File: config.mk
export PLATFORM = sky130hd
export DESIGN_NAME = framed_packet_receiver
export DESIGN_NICKNAME = d
export VERILOG_FILES = /design/src/design/fpr_pkg.sv /design/src/design/framed_packet_receiver.sv /design/src/design/fpr_parser.sv
export SDC_FILE = /design/constraint.sdc
export NUM_CORES = 1
export LEC_CHECK = 0
export BUFFER_PORTS_ARGS = -buffer_cell sky130_fd_sc_hd__buf_2
export CORE_ASPECT_RATIO = 1.25
export CORE_MARGIN = 8
export CORE_UTILIZATION = 47
export CTS_BUF_LIST = sky130_fd_sc_hd__clkbuf_4 sky130_fd_sc_hd__clkbuf_8
export CTS_CLUSTER_SIZE = 28
export DETAILED_ROUTE_END_ITERATION = 10
export GPL_TIMING_DRIVEN = 0
export PLACE_DENSITY = 0.69
export SLEW_MARGIN = 20
export SYNTH_ARGS = -nofsm -noshare
export SYNTH_HDL_FRONTEND = slang
export SYNTH_HIERARCHICAL = 1
export SYNTH_SLANG_ARGS = --single-unit
File: constraint.sdc
create_clock -name clk -period 2.8 [get_ports clk]
set_input_delay 0.56 -clock clk [delete_from_list [all_inputs] [get_ports clk]]
set_output_delay 0.56 -clock clk [all_outputs]
set_load 0.01 [all_outputs]
File: src/design/fpr_pkg.sv
// ----------------------------------------------------------------------------
// fpr_pkg
// Types and constants shared by the framed packet receiver modules.
// ----------------------------------------------------------------------------
package fpr_pkg;

  localparam logic [15:0] START_MARK = 16'h1BE4;
  localparam logic [15:0] END_MARK   = 16'hE41B;

  localparam int unsigned KIND_W  = 3;
  localparam int unsigned WORD_W  = 16;
  localparam int unsigned INDEX_W = 15;

  typedef enum logic [2:0] {
    PH_HUNT    = 3'd0,
    PH_LENGTH  = 3'd1,
    PH_COMMAND = 3'd2,
    PH_DATA    = 3'd3,
    PH_CHECK   = 3'd4,
    PH_END     = 3'd5
  } phase_t;

  typedef enum logic [KIND_W-1:0] {
    KIND_DATA      = 3'd0,
    KIND_ACK       = 3'd1,
    KIND_START_ERR = 3'd2,
    KIND_SUM_ERR   = 3'd3,
    KIND_END_ERR   = 3'd4
  } kind_t;

  typedef struct packed {
    kind_t               kind;
    logic [WORD_W-1:0]   value;
    logic [INDEX_W-1:0]  index;
  } result_t;

endpackage

File: src/design/framed_packet_receiver.sv
// ----------------------------------------------------------------------------
// framed_packet_receiver
// Receives two-byte messages, checks the packet frame and byte sum, and
// streams data words, ACK and NAK results.
// ----------------------------------------------------------------------------
// Usage:
//   Input channel: in_valid / in_stall with in_low_byte and in_high_byte; one
//   message is one item, taken whenever in_valid is high and in_stall is low.
//   Result channel: out_valid / out_stall with out_result_kind, out_word_value
//   and out_word_index. Data words, ACK, start, checksum and end errors each
//   give one result item; marker, length, command and a good checksum give
//   none.
//   Each result is registered into the output stage, or into the skid stage
//   if the held result is stalled. One item is taken per cycle while in_stall
//   is low, set by the single frame state register and its 16-bit sum adder.
//   Reset (rst_n low, synchronous) empties the result stages and returns the
//   receiver to hunting for the start marker.
//   When the receiver stalls, the held result stays on the outputs and one
//   further result is caught in a skid stage; in_stall rises only while that
//   skid stage is full.
// ----------------------------------------------------------------------------
module framed_packet_receiver (
  input  logic                          clk,
  input  logic                          rst_n,
  input  logic                          in_valid,
  output logic                          in_stall,
  input  logic [7:0]                    in_low_byte,
  input  logic [7:0]                    in_high_byte,
  output logic                          out_valid,
  input  logic                          out_stall,
  output logic [fpr_pkg::KIND_W-1:0]    out_result_kind,
  output logic [fpr_pkg::WORD_W-1:0]    out_word_value,
  output logic [fpr_pkg::INDEX_W-1:0]   out_word_index
);

  logic              item_en;
  logic              res_valid;
  fpr_pkg::result_t  res;

  logic              out_valid_r, out_valid_nxt;
  fpr_pkg::result_t  out_data_r, out_data_nxt;
  logic              skid_valid_r, skid_valid_nxt;
  fpr_pkg::result_t  skid_data_r, skid_data_nxt;

  assign in_stall = skid_valid_r;
  assign item_en  = in_valid && !skid_valid_r;

  fpr_parser u_parser (
    .clk       (clk),
    .rst_n     (rst_n),
    .item_en   (item_en),
    .low_byte  (in_low_byte),
    .high_byte (in_high_byte),
    .res_valid (res_valid),
    .res       (res)
  );

  always_comb begin
    out_valid_nxt  = out_valid_r;
    out_data_nxt   = out_data_r;
    skid_valid_nxt = skid_valid_r;
    skid_data_nxt  = skid_data_r;
    if (out_valid_r && !out_stall) begin
      out_valid_nxt  = skid_valid_r;
      out_data_nxt   = skid_data_r;
      skid_valid_nxt = 1'b0;
    end
    if (res_valid) begin
      if (out_valid_r && out_stall) begin
        skid_valid_nxt = 1'b1;
        skid_data_nxt  = res;
      end else begin
        out_valid_nxt = 1'b1;
        out_data_nxt  = res;
      end
    end
  end

  always_ff @(posedge clk) begin
    if (!rst_n) begin
      out_valid_r  <= 1'b0;
      skid_valid_r <= 1'b0;
    end else begin
      out_valid_r  <= out_valid_nxt;
      skid_valid_r <= skid_valid_nxt;
    end
  end

  always_ff @(posedge clk) begin
    out_data_r  <= out_data_nxt;
    skid_data_r <= skid_data_nxt;
  end

  assign out_valid       = out_valid_r;
  assign out_result_kind = out_data_r.kind;
  assign out_word_value  = out_data_r.value;
  assign out_word_index  = out_data_r.index;

`ifndef ASSERT_OFF
  a_skid_behind_out: assert property (@(posedge clk) disable iff (!rst_n)
    skid_valid_r |-> out_valid_r)
    else $error("skid stage full while output stage empty");

  a_no_result_when_full: assert property (@(posedge clk) disable iff (!rst_n)
    skid_valid_r |-> !res_valid)
    else $error("result produced while skid stage full");

  a_kind_legal: assert property (@(posedge clk) disable iff (!rst_n)
    out_valid_r |-> out_data_r.kind <= fpr_pkg::KIND_END_ERR)
    else $error("illegal result kind on output");
`endif

endmodule

File: src/design/fpr_parser.sv
// ----------------------------------------------------------------------------
// fpr_parser
// Frame state machine: builds each word, tracks length and byte sum, and
// produces at most one result per accepted item.
// ----------------------------------------------------------------------------
module fpr_parser (
  input  logic                          clk,
  input  logic                          rst_n,
  input  logic                          item_en,
  input  logic [7:0]                    low_byte,
  input  logic [7:0]                    high_byte,
  output logic                          res_valid,
  output fpr_pkg::result_t              res
);

  fpr_pkg::phase_t                  phase_r, phase_nxt;
  logic [fpr_pkg::INDEX_W-1:0]      words_left_r, words_left_nxt;
  logic [fpr_pkg::INDEX_W-1:0]      next_index_r, next_index_nxt;
  logic [fpr_pkg::WORD_W-1:0]       running_sum_r, running_sum_nxt;
  logic [fpr_pkg::WORD_W-1:0]       held_command_r, held_command_nxt;

  logic [fpr_pkg::WORD_W-1:0]       word;
  logic [fpr_pkg::WORD_W-1:0]       sum_add;

  assign word    = {high_byte, low_byte};
  assign sum_add = running_sum_r + {7'd0, ({1'b0, low_byte} + {1'b0, high_byte})};

  always_comb begin
    phase_nxt        = phase_r;
    words_left_nxt   = words_left_r;
    next_index_nxt   = next_index_r;
    running_sum_nxt  = running_sum_r;
    held_command_nxt = held_command_r;
    if (item_en) begin
      case (phase_r)
        fpr_pkg::PH_LENGTH: begin
          words_left_nxt  = word[15:1];
          running_sum_nxt = '0;
          phase_nxt       = fpr_pkg::PH_COMMAND;
        end
        fpr_pkg::PH_COMMAND: begin
          held_command_nxt = word;
          running_sum_nxt  = sum_add;
          next_index_nxt   = '0;
          phase_nxt        = (words_left_r != '0) ? fpr_pkg::PH_DATA : fpr_pkg::PH_CHECK;
        end
        fpr_pkg::PH_DATA: begin
          running_sum_nxt = sum_add;
          next_index_nxt  = next_index_r + 1'b1;
          words_left_nxt  = words_left_r - 1'b1;
          if (words_left_r == {{(fpr_pkg::INDEX_W-1){1'b0}}, 1'b1}) begin
            phase_nxt = fpr_pkg::PH_CHECK;
          end
        end
        fpr_pkg::PH_CHECK: begin
          phase_nxt = (word != running_sum_r) ? fpr_pkg::PH_HUNT : fpr_pkg::PH_END;
        end
        fpr_pkg::PH_END: begin
          phase_nxt = fpr_pkg::PH_HUNT;
        end
        default: begin
          phase_nxt = (word == fpr_pkg::START_MARK) ? fpr_pkg::PH_LENGTH : fpr_pkg::PH_HUNT;
        end
      endcase
    end
  end

  always_comb begin
    res_valid = 1'b0;
    res.kind  = fpr_pkg::KIND_DATA;
    res.value = '0;
    res.index = '0;
    case (phase_r)
      fpr_pkg::PH_LENGTH, fpr_pkg::PH_COMMAND: begin
        res_valid = 1'b0;
      end
      fpr_pkg::PH_DATA: begin
        res_valid = item_en;
        res.kind  = fpr_pkg::KIND_DATA;
        res.value = word;
        res.index = next_index_r;
      end
      fpr_pkg::PH_CHECK: begin
        res_valid = item_en && (word != running_sum_r);
        res.kind  = fpr_pkg::KIND_SUM_ERR;
      end
      fpr_pkg::PH_END: begin
        res_valid = item_en;
        if (word == fpr_pkg::END_MARK) begin
          res.kind  = fpr_pkg::KIND_ACK;
          res.value = held_command_r;
        end else begin
          res.kind  = fpr_pkg::KIND_END_ERR;
        end
      end
      default: begin
        res_valid = item_en && (word != fpr_pkg::START_MARK);
        res.kind  = fpr_pkg::KIND_START_ERR;
      end
    endcase
  end

  always_ff @(posedge clk) begin
    if (!rst_n) begin
      phase_r        <= fpr_pkg::PH_HUNT;
      words_left_r   <= '0;
      next_index_r   <= '0;
      running_sum_r  <= '0;
      held_command_r <= '0;
    end else begin
      phase_r        <= phase_nxt;
      words_left_r   <= words_left_nxt;
      next_index_r   <= next_index_nxt;
      running_sum_r  <= running_sum_nxt;
      held_command_r <= held_command_nxt;
    end
  end

`ifndef ASSERT_OFF
  a_data_has_words: assert property (@(posedge clk) disable iff (!rst_n)
    phase_r == fpr_pkg::PH_DATA |-> words_left_r != '0)
    else $error("data phase with no words left");

  a_length_sum_clear: assert property (@(posedge clk) disable iff (!rst_n)
    item_en && phase_r == fpr_pkg::PH_LENGTH |=> running_sum_r == '0)
    else $error("byte sum not cleared after length word");
`endif

endmodule

==> qor.csv <==
stage,metric,value,unit
worst_setup_path,worst r2r src,u_parser/phase_r[2]$_SDFFE_PN0P_,
timing,"Setup violations, final",0,
worst_setup_path,cells on worst reg2reg path,9,
floorplanning,starting density of the core,47.2,%
worst_setup_path,CP Launch Type,register,
routing,metal3 WL,1010,um
worst_setup_path,Max Fanout on Critical Path,17,
timing,final worst-path cycle share,95.6,%
clock_network,cts bufs inserted,17,
clock_network,Clock transition at path regs,0.08,ns
worst_setup_path,Worst R2R Setup Slack,0.12,ns
final_layout,fill count,1465,
synthesis,Synth Net Count,898,
final_layout,fin cells,1156,
synthesis,Post-synth top cells,"nand2_1, nor2_1, dfxtp_1",
synthesis,#FFs+latches synth,135,
placed_design,number of port buffers,55,
routing,# DRC,0,
routing,Via density,5.56,
synthesis,Post-synth EDFFs,34,
synthesis,Yosys warning count,6,
floorplanning,die width,127,um
synthesis,post-synthesis sequential area ratio,41.9,%
global_route,initial antenna violation count,0,
routing,highest metal used,met4,
timing,Fin Setup TNS,0,ns
timing,Slew Limit Fails,0,
floorplanning,die height,155,um
worst_setup_path,Worst Path Required,2.94,ns
routing,WL final,18600,um
timing,Fin. Hold Viols,0,
synthesis,Syn Inst Count,856,
clock_network,H-tree Lvls,4,
final_layout,Nets,973,
worst_setup_path,crit path kind,register to register,
synthesis,syn_area_per_cell,8.48,um^2
global_route,grt total ovfl,0,
pwr,internal power,3170,uW
synthesis,"Cell Area, Synth",0.00726,mm^2
routing,met2 wire len,9050,um
run,max cap viols,0,
pwr,Clk pwr share,36.8,%
clock_network,Skew-Pair Late Insertion Delay,0.46,ns
floorplanning,core area,0.0154,mm^2
routing,Post-Route M1 WL,7980,um
pwr,worst vdd ir,0.205,mV
synthesis,"area leader, netlist",dfxtp_1,
final_layout,share of cells above drive strength 1,13.6,%
hold_path,min-delay worst type,input pin to register,
routing,post-route ant nets,0,
timing,measured slew at the worst slew-check pin,0.618,ns
floorplanning,die area,0.0197,mm^2
placed_design,RD Place Congestion,0.925,
timing,hold slack,0.425,ns
global_route,first-pass GRT wire length,30700,um
timing,Period minus WS final,2.68,ns
final_layout,Diodes inserted,0,
hold_path,hold_sp,rst_n,
timing,RSZ-0062 raised after global routing,no,
floorplanning,Core Rows,51,
global_route,Tot GR Track Use,19.4,%
routing,via count,6427,
worst_setup_path,critical path launch point,u_parser/phase_r[2]$_SDFFE_PN0P_,
timing,relative slew slack,58.5,%
pwr,Switching Fraction,27.7,%
status,status,completed,
worst_setup_path,CP endpoint kind,register,
clock_network,Clock Tree Root,clkbuf_8,
placed_design,placed insts,1123,
clock_network,TritonCTS clock tree,yes,
placed_design,Post-Place Setup Slack,-0.507,ns
worst_setup_path,worst flop-to-flop path endpoint,skid_data_r[6]$_DFFE_PP_,
floorplanning,I/O Pins,56,
global_route,vias in the first global route,6065,
synthesis,count of cell types in the netlist,68,
synthesis,largest cells by area after synthesis,"dfxtp_1, edfxtp_1, or3_1",
pwr,Leak,0.00316,uW
routing,DRT iter0 DRCs,437,
pwr,Comb power frac,14.2,%
placed_design,Post-DP HPWL,13600,um
pwr,Switch Pwr,1210,uW
timing,Max Clock Skew,0.0124,ns
clock_network,Post-CTS Hold Fix Bufs,0,
synthesis,Synth top area share,27.9,%
pwr,sequential share of power,49.0,%
synthesis,Async SR Flop Fraction,0,%
clock_network,CTS sink count,135,
timing,Setup WS post-layout,0.124,ns
clock_network,Clock Tree Buf Depth,2,
pwr,cell area power density,534,mW/mm^2
routing,wire per inst,16.1,um
routing,Pre-antenna DRT Iters,7,
worst_setup_path,worst endpoint data arrival time,2.81,ns
final_layout,"Area growth, synth to finish",13.2,%
worst_setup_path,Setup crit end,skid_data_r[6]$_DFFE_PP_,
timing,Fmax,0.374,GHz
synthesis,"count leader, synth",nand2_1,
synthesis,Synth Flop Type,dfxtp_1,
global_route,largest net degree at the start of global routing,18,
==> cells in the final DEF (no fill, tap or decap), drive strengths merged, types with 13 or more instances in the layout <==
master / Yosys / layout
nor2: 104 / 104
a22o: 17 / 17
a21oi: 52 / 52
o21ai: 23 / 23
nor3: 13 / 13
dfxtp: 101 / 101
edfxtp: 34 / 34
nand2: 120 / 120
nand4: 13 / 13
clkbuf: 23 / 43
nand3: 55 / 55
buf: 28 / 83
ha: 13 / 13
xnor2: 21 / 21
and2: 16 / 16
nor2b: 37 / 37
or3: 75 / 75
==> logic make-up (layout without fill, tap and decap cells) <==
group	count (synthesis)	count (layout)	synth area share (%)
AO/OA/AOI/OAI	141	141	12.9
XOR/XNOR	31	31	3.74
adder cells (fa/ha/maj)	22	22	4.72
buffers and inverters	61	148	4.47
flip-flops	135	135	41.9
multiplexers	3	3	0.414
AND/OR/NAND/NOR	463	464	31.9
==> state kept, by name, summed over array words and instances (netlist names), named ones only <==
signal and count:
out_word_value 16, u_parser/words_left_r 15, out_word_index 15, u_parser/running_sum_r 16, out_valid 1, u_parser/phase_r 3, out_result_kind 3, skid_data_r 34
u_parser/held_command_r 16, u_parser/next_index_r 15
==> what timing repair did <==
action | in CTS | in global routing
setup buffers | 0 | 0
pin swaps | 1 | 0
gates cloned | 1 | 0
endpoints found under the setup margin | 34 | 46
gates resized for setup | 1 | 3
==> worst max-delay path: stages (launching register included) <==
cell,delay (ns)
dfxtp_1,0.37
buf_2,0.21
nor2b_1,0.28
a31oi_1,0.07
a32o_1,0.24
a21boi_0,0.29
buf_6,0.18
buf_6,0.14
buf_4,0.19
and3_4,0.37
==> worst min path at each step <==
| stage | end | slack (ns) | depth (start not counted) |
|---|---|---|---|
| global placement | u_parser/held_command_r[2]$_SDFFE_PN0P_ | 0.44 | 2 |
| global route | register | 0.41 | 3 |
| detailed placement | u_parser/held_command_r[4]$_SDFFE_PN0P_ | 0.45 | 2 |
| floorplan | u_parser/held_command_r[0]$_SDFFE_PN0P_ | 0.44 | 2 |
| finish | register | 0.43 | 3 |
| CTS | register | 0.39 | 3 |
==> through the flow <==
step	power (uW)	instance area, um^2	utilization [%]
2_1_floorplan	2570	7260	-
4_1_cts	4420	8200	53.3
6_report	4380	8210	53.4
3_3_place_gp	2800	7800	50.7
3_5_place_dp	2820	7800	50.7
5_1_grt	4600	8210	53.4
==> cell type report <==
| class | instances | area (um^2) | area share [%] |
|---|---|---|---|
| sequential | 135 | 3040 | 37.0 |
| clock buffer | 20 | 263 | 3.20 |
| multi-input combinational | 661 | 3920 | 47.7 |
| clock inverter | 12 | 128 | 1.55 |
| tap | 212 | 265 | 3.23 |
| buffer | 51 | 287 | 3.49 |
| inverter | 10 | 37.5 | 0.457 |
| timing repair buffer | 55 | 275 | 3.35 |
==> power by group through the flow <==
stage                     Sequential, uW  Clock, uW  Combinational (uW)
after CTS                           2150       1640                 624
final                               2150       1610                 622
after global placement              2190          0                 609
after global routing                2170       1730                 696
after detailed placement            2190          0                 621
after floorplan                     2230          0                 348
==> metal layers <==
layer	vias to the layer above	track usage [%]
met5	-	0
met4	0	10.5
met3	46	4.62
met2	197	31.9
met1	3000	22.9
li1	3184	-
No activity file was read; power rests on OpenSTA's default activity.
